[src/sv/sglf_pkg.sv]
// shared types and constants for the spectrum gap linear fill block
// no dependencies
package sglf_pkg;

  localparam int MAX_GAP_DEF = 63;

  // status codes carried on each result word
  localparam logic [1:0] STAT_OK      = 2'd0;
  localparam logic [1:0] STAT_OVF     = 2'd1;
  localparam logic [1:0] STAT_NOVALID = 2'd2;

  typedef enum logic [1:0] {
    SEL_HOLD,
    SEL_LINE,
    SEL_SELF
  } emit_sel_t;

  // controller to datapath
  typedef struct packed {
    logic       load;
    logic       store;
    logic       clr_idx;
    logic       inc_idx;
    logic       clr_cnt;
    logic       mul;
    logic       absd;
    logic       div_step;
    logic       emit;
    emit_sel_t  emit_sel;
    logic [1:0] out_status;
    logic       out_run_last;
    logic       out_end;
    logic       upd_prev;
    logic       clr_state;
  } cmd_t;

  // datapath to controller
  typedef struct packed {
    logic is_gap;
    logic is_last;
    logic cnt_full;
    logic cnt_zero;
    logic idx_last;
    logic line_needed;
    logic div_last;
    logic out_free;
    logic have_valid;
  } sts_t;

endpackage

[src/sv/sglf_ctrl.sv]
// controller state machine for the gap fill block
// depends on sglf_pkg
module sglf_ctrl (
  input  logic          clk,
  input  logic          rst_n,
  input  logic          in_valid,
  output logic          in_stall,
  input  sglf_pkg::sts_t sts,
  output sglf_pkg::cmd_t cmd
);

  typedef enum logic [3:0] {
    S_IDLE,
    S_DECIDE,
    S_STORE,
    S_FL_RD,
    S_FL_EMIT,
    S_IP_RD,
    S_IP_MUL,
    S_IP_ABS,
    S_IP_DIV,
    S_IP_EMIT,
    S_SELF_EMIT
  } state_t;

  state_t state_r, state_nxt;
  logic   ovf_r, ovf_nxt;

  assign in_stall = (state_r != S_IDLE);

  // next state and commands
  always_comb begin
    state_nxt = state_r;
    ovf_nxt   = ovf_r;
    cmd       = '0;
    unique case (state_r)
      S_IDLE: begin
        if (in_valid) begin
          cmd.load  = 1'b1;
          state_nxt = S_DECIDE;
        end
      end
      S_DECIDE: begin
        cmd.clr_idx = 1'b1;
        if (sts.is_gap) begin
          if (sts.cnt_full) begin
            ovf_nxt   = 1'b1;
            state_nxt = S_FL_RD;
          end else begin
            state_nxt = S_STORE;
          end
        end else if (sts.cnt_zero) begin
          state_nxt = S_SELF_EMIT;
        end else begin
          state_nxt = S_IP_RD;
        end
      end
      S_STORE: begin
        cmd.store = 1'b1;
        if (sts.is_last) begin
          cmd.clr_idx = 1'b1;
          ovf_nxt     = 1'b0;
          state_nxt   = S_FL_RD;
        end else begin
          state_nxt = S_IDLE;
        end
      end
      S_FL_RD: state_nxt = S_FL_EMIT;
      S_FL_EMIT: begin
        if (sts.out_free) begin
          cmd.emit         = 1'b1;
          cmd.emit_sel     = sglf_pkg::SEL_HOLD;
          cmd.out_status   = ovf_r ? sglf_pkg::STAT_OVF :
                             (sts.have_valid ? sglf_pkg::STAT_OK : sglf_pkg::STAT_NOVALID);
          // an overflow flush ends the word run unless a trailing flush follows
          cmd.out_run_last = sts.idx_last && (!ovf_r || !sts.is_last);
          cmd.out_end      = !ovf_r && sts.idx_last;
          if (sts.idx_last) begin
            cmd.clr_cnt = 1'b1;
            if (ovf_r) begin
              ovf_nxt   = 1'b0;
              state_nxt = S_STORE;
            end else begin
              cmd.clr_state = 1'b1;
              state_nxt     = S_IDLE;
            end
          end else begin
            cmd.inc_idx = 1'b1;
            state_nxt   = S_FL_RD;
          end
        end
      end
      S_IP_RD: state_nxt = sts.line_needed ? S_IP_MUL : S_IP_EMIT;
      S_IP_MUL: begin
        cmd.mul   = 1'b1;
        state_nxt = S_IP_ABS;
      end
      S_IP_ABS: begin
        cmd.absd  = 1'b1;
        state_nxt = S_IP_DIV;
      end
      S_IP_DIV: begin
        cmd.div_step = 1'b1;
        if (sts.div_last) state_nxt = S_IP_EMIT;
      end
      S_IP_EMIT: begin
        if (sts.out_free) begin
          cmd.emit       = 1'b1;
          cmd.emit_sel   = sglf_pkg::SEL_LINE;
          cmd.out_status = sglf_pkg::STAT_OK;
          if (sts.idx_last) begin
            cmd.clr_cnt = 1'b1;
            state_nxt   = S_SELF_EMIT;
          end else begin
            cmd.inc_idx = 1'b1;
            state_nxt   = S_IP_RD;
          end
        end
      end
      S_SELF_EMIT: begin
        if (sts.out_free) begin
          cmd.emit         = 1'b1;
          cmd.emit_sel     = sglf_pkg::SEL_SELF;
          cmd.out_status   = sglf_pkg::STAT_OK;
          cmd.out_run_last = 1'b1;
          cmd.out_end      = sts.is_last;
          cmd.upd_prev     = 1'b1;
          cmd.clr_state    = sts.is_last;
          state_nxt        = S_IDLE;
        end
      end
      default: state_nxt = S_IDLE;
    endcase
  end

  // state register
  always_ff @(posedge clk) begin
    if (!rst_n) begin
      state_r <= S_IDLE;
      ovf_r   <= 1'b0;
    end else begin
      state_r <= state_nxt;
      ovf_r   <= ovf_nxt;
    end
  end

endmodule

[config.mk]
export PLATFORM = sky130hd
export DESIGN_NAME = sglf_ctrl
export DESIGN_NICKNAME = d
export VERILOG_FILES = /design/src/sv/sglf_pkg.sv /design/src/sv/sglf_ctrl.sv
export SDC_FILE = /design/constraint.sdc
export NUM_CORES = 1
export LEC_CHECK = 0
export CORE_UTILIZATION = 40
export DETAILED_ROUTE_END_ITERATION = 7
export DONT_BUFFER_PORTS = 1
export PLACE_DENSITY_LB_ADDON = 0.15
export SYNTH_ARGS = -nofsm -noshare
export SYNTH_HDL_FRONTEND = slang
export SYNTH_SLANG_ARGS = --single-unit
[constraint.sdc]
create_clock -name clk -period 3.8 [get_ports clk]
set_input_delay 0 -clock clk [delete_from_list [all_inputs] [get_ports clk]]
set_output_delay 0 -clock clk [all_outputs]
set_load 0.05 [all_outputs]
## After elaboration in Yosys (flattened, before gate mapping)

Cells that the tools add are included.

| operators by class | value |
|---|---|
| reduce and logical (&&, ||, !) cells | 11 |
| equality and inequality tests | 19 |
| multiplexer cells | 44 |

Operator list:

| cell | number |
|---|---|
| $pmux W4 S11 | 1 |
| $mux W4 | 9 |
| $mux W1 | 19 |
| $ne A2 B2 Y1 const B | 9 |
| $eq A4 B3 Y1 const B | 4 |
| $pmux W5 S3 | 1 |
| $mux W2 | 7 |
| $eq A4 B4 Y1 const B | 3 |
| $mux W9 | 1 |
| $eq A4 B2 Y1 const B | 2 |
| $mux W7 | 1 |
| $reduce_and A6 Y1 | 1 |
| $mux W5 | 1 |
| $reduce_and A5 Y1 | 1 |
| $eq A4 B1 Y1 const B | 1 |
| $logic_not A4 Y1 | 1 |
| $pmux W1 S2 | 2 |
| $pmux W2 S2 | 1 |
| $reduce_bool A4 Y1 | 1 |
| $pmux W1 S3 | 1 |
| $reduce_bool A3 Y1 | 1 |
| $logic_and A1 B1 Y1 | 2 |
| $logic_not A1 Y1 | 2 |
| $reduce_or A2 Y1 | 1 |
| $logic_or A1 B1 Y1 | 1 |

| word-level totals | value |
|---|---|
| bits of input ports | 12 |
| flip-flop bits (word level) | 5 |
| output and inout port bits | 18 |
| word-level logic and storage cells | 76 |

## Longest topological paths before layout

| logic depth | value |
|---|---|
| depth after elaboration | 5 |
| depth in mapped cells | 6 |

## Worst setup path after synthesis

Ideal clock, no wire load.

| timing path | value |
|---|---|
| path kind | reg-to-reg |
| from | register state_r[2] |
| to | register state_r[0] |
| cell stages (with the launch flop) | 6 |
| setup slack | 1.691 ns |
| data arrival time | 2.050 ns |
| period minus slack after synthesis | 2.109 ns |
| setup time | 0.059 ns |
| required time | 3.741 ns |
| cells stage by stage | dfxtp_1 > buf_2 > nand2_1 > nor3_1 > or3_1 > o32a_1 |

| between the ends | value |
|---|---|
| word-level cells in the longest chain between the ends | 3 |
| elaborated cells on any way between the ends | 18 |

Ends and longest elaborated chain:

| what | RTL line | source |
|---|---|---|
| start, declared | sglf_ctrl.sv:26 | `state_t state_r, state_nxt;` |
| start signal, assigned | sglf_ctrl.sv:142 | `state_r <= state_nxt;` |
| $eq A4 B4 Y1 (tied with other cells) | sglf_ctrl.sv:36 | `unique case (state_r)` |
| $ne A2 B2 Y1 (no source line) | n/a |  |
| $reduce_and A5 Y1 (no source line) | n/a |  |

Several ways; a longest one is shown, not always the timed one.
A chain may end at the register's enable or synchronous reset.

==> impl_metrics.csv <==
group,metric,value,unit
outcome,status,"finished, violations left",
outcome,violations,"design-rule violations",
die,die_h,44.2,microns
run,max-cap-violations,0,
layout,final_common_cell,"nor2_1",
layout,syn_to_final_growth,8.08,%
layout,fill_cells,166,
synthesis,yosysWarnings,0,
drt,drc,1,
clocking,cts-buffers-inserted,3,
hold_path,hold_path_class,"in2reg",
setup_path,cp_slowest_stage_delay,800,ps
timing,finalCritPeriodShare,65.9,%
placement,place_hpwl,1400,microns
power_and_ir_drop,clkPwrFrac,20.8,%
global_routing,antenna_found_initial,0,
clocking,clockBufferDepth,2,
clocking,clock_latency,250,ps
drt,postRouteAntennaNets,0,
setup_path,cp_top_family,"simple AND/OR/NAND/NOR gates",
clocking,htreeDepth,1,
setup_path,arrival,2500,ps
synthesis,ys_ff_latch,5,
synthesis,seq_area_frac_synth,14.1,%
clocking,cts.clk_slew.worst_paths,40,ps
timing,whs,48.7,ps
power_and_ir_drop,seq_power_share,28.2,%
global_routing,grt_pass1_vias,714,
clocking,cts_tree,"yes",
setup_path,crit_type,"reg2out",
die,die_area,1950,sq um
power_and_ir_drop,swShare,51.0,%
timing,worst_pin_slew,1060,ps
global_routing,grt_pass1_wl,3050,microns
drt,num_vias,777,
setup_path,cp_cell_sequence,"nor4b_2, nand2_1, a2bb2oi_1, nor2_2",
timing,fin_tns_setup,0,ps
setup_path,reg2reg_setup_slack,1740,ps
setup_path,cpMaxStageDelayCell,"nor2_2",
hold_path,min_path_cells,3,
power_and_ir_drop,power_leakage,0.311,nW
drt,drt_pass1_iterations,8,
drt,wire_per_inst,14.7,microns
setup_path,endpoint_kind,"output port",
die,start_util,45.2,%
setup_path,ff2ff_path_depth,4,
layout,drive_gt1_share,14.7,%
synthesis,synth-edff-count,0,
drt,via_per_inst,6.22,
synthesis,synthFlopType,"dfxtp_1",
timing,drv_slew,0,
timing,rsz0062_at_grt,"no",
setup_path,rr_endpoint,"state_r[0]",
setup_path,critPathLaunchType,"flip-flop",
synthesis,netlist_area,712,sq um
synthesis,avgSynthCellArea,6.65,sq um
power_and_ir_drop,p_int,0.000149,W
layout,num_antenna_cells,0,
power_and_ir_drop,combPwrFrac,51.0,%
setup_path,crit_required,3800,ps
global_routing,grt-ovfl-total,0,
layout,nets,122,
setup_path,cp_max_fo,22,
synthesis,syn_nets,119,
drt,drt_iter0_markers,13,
setup_path,crit_start,"state_r[2]",
power_and_ir_drop,power_density,396,nW/um^2
setup_path,endpoint,"cmd[0]",
synthesis,synth_cells,107,
timing,timing.fmax,399,MHz
placement,io_buffers,0,
setup_path,worstReg2RegStart,"state_r[2]",
placement,gp_congestion,0.865,
die,ioPinCount,30,
setup_path,critical_path_cell_count,4,
timing,setup_viol,0,
setup_path,critPathBufInv,0,
synthesis,synthArstFlopShare,0,%
clocking,cts-root-buf,"clkbuf_4",
clocking,cts_resized,0,
die,rows,14,
power_and_ir_drop,ir_worst_vdd,0.000277,V
global_routing,grt_use_total,20.6,%
global_routing,grt_max_degree,23,
power_and_ir_drop,netSwitchingPower,0.000155,W
drt,drt_wl_total,1830,microns
clocking,cts_setup_buffers,0,
timing,finClkSkew,0.0978,ps
placement,dp.cells,120,
layout,final_cell_mix,"nor2_1, nand2_1, nor3_1",
die,die_w,44.2,microns
die,coreArea,1580,sq um
clocking,clkSinkCount,5,
timing,hold_viol_final,0,
timing,post-route-min-period,2500,ps
layout,instances_no_fill,125,
timing,slew_headroom,29.6,%
synthesis,synth.distinct_cells,42,
## final cells by class
class | instances | area [sq um] | area share [%]
Timing Repair Buffer | 8 | 62.6 | 8.13
Sequential cell | 5 | 100 | 13.0
Tap cell | 16 | 20.0 | 2.60
Clock buffer | 4 | 26.3 | 3.41
Multi-Input combinational cell | 89 | 549 | 71.4
Inverter | 3 | 11.3 | 1.46
## repair_timing
| action | in CTS | in global routing |
|---|---|---|
| endpoints found under the setup margin | 0 | 0 |
| endpoints found under the hold margin | 2 | 0 |
| hold buffers | 1 | 0 |
## how the worst min path moves through the flow
stage | slack [ps] | endpoint | startpoint
floorplan | 140 | ovf_r | rst_n
global placement | 150 | ovf_r | rst_n
detailed placement | 150 | ovf_r | rst_n
CTS | 60 | ovf_r | sts[4]
global route | 80 | ovf_r | sts[1]
finish | 50 | ovf_r | sts[4]
## per-stage QoR
stage,power (W),worst slack [ps],utilization (%),area (sq um)
floorplan,0.000223,1690,-,712
global placement,0.000241,1620,46.5,733
detailed placement,0.000241,1560,46.5,733
CTS,0.000306,1310,48.8,769
global route,0.000324,1100,48.8,769
finish,0.000305,1300,48.8,769
## metal layers
metal | part of all wire (%) | global-route usage [%] | vias to the layer above | wire, microns
met3 | 7.5 | 3.27 | 4 | 137
met1 | 48 | 26.7 | 349 | 886
met5 | 0 | 0 | - | 0
met4 | 1.5 | 10.9 | 0 | 27
met2 | 43 | 32.6 | 31 | 783
li1 | - | - | 393 | -
## synthesized netlist by cell type (2+ instances only)
cell / number / share of area [%]
clkbuf_1: 2 / 1.1
buf_2: 5 / 3.5
dfxtp_1: 5 / 14
inv_1: 3 / 1.6
o22a_1: 2 / 2.5
nor2_1: 12 / 6.3
nand2b_1: 5 / 4.4
buf_4: 2 / 2.1
a21oi_1: 6 / 4.2
nor3_1: 10 / 7.0
and3_1: 3 / 2.6
nand2_1: 9 / 4.7
o21ai_0: 8 / 5.6
o21a_1: 2 / 2.1
nand3_1: 2 / 1.4
nor2b_1: 5 / 4.4
## power by group through the flow
stage	clock network (W)	registers [W]	logic (W)
global placement	0	0.0000871	0.000154
floorplan	0	0.0000647	0.000158
finish	0.0000635	0.0000857	0.000155
global route	0.0000684	0.0000894	0.000167
detailed placement	0	0.0000869	0.000154
CTS	0.0000646	0.0000856	0.000156
## state kept, by name, summed over array words and instances, names as in the netlist
signal / flops
ovf_r: 1
state_r: 4
## worst reg2reg max path, delay by kind of cell, from the launching register on
family	cells	cell delay, ps
AO/OA/AOI/OAI	1	170
flip-flops	1	700
AND/OR/NAND/NOR	3	1130
## logic make-up after synthesis
kind of cell	share of synthesized area, %
compound gates	26.4
buf+inv	9.84
flops	14.1
mux	1.41
simple gates	48.3
Power figures use the tool's default switching activity.
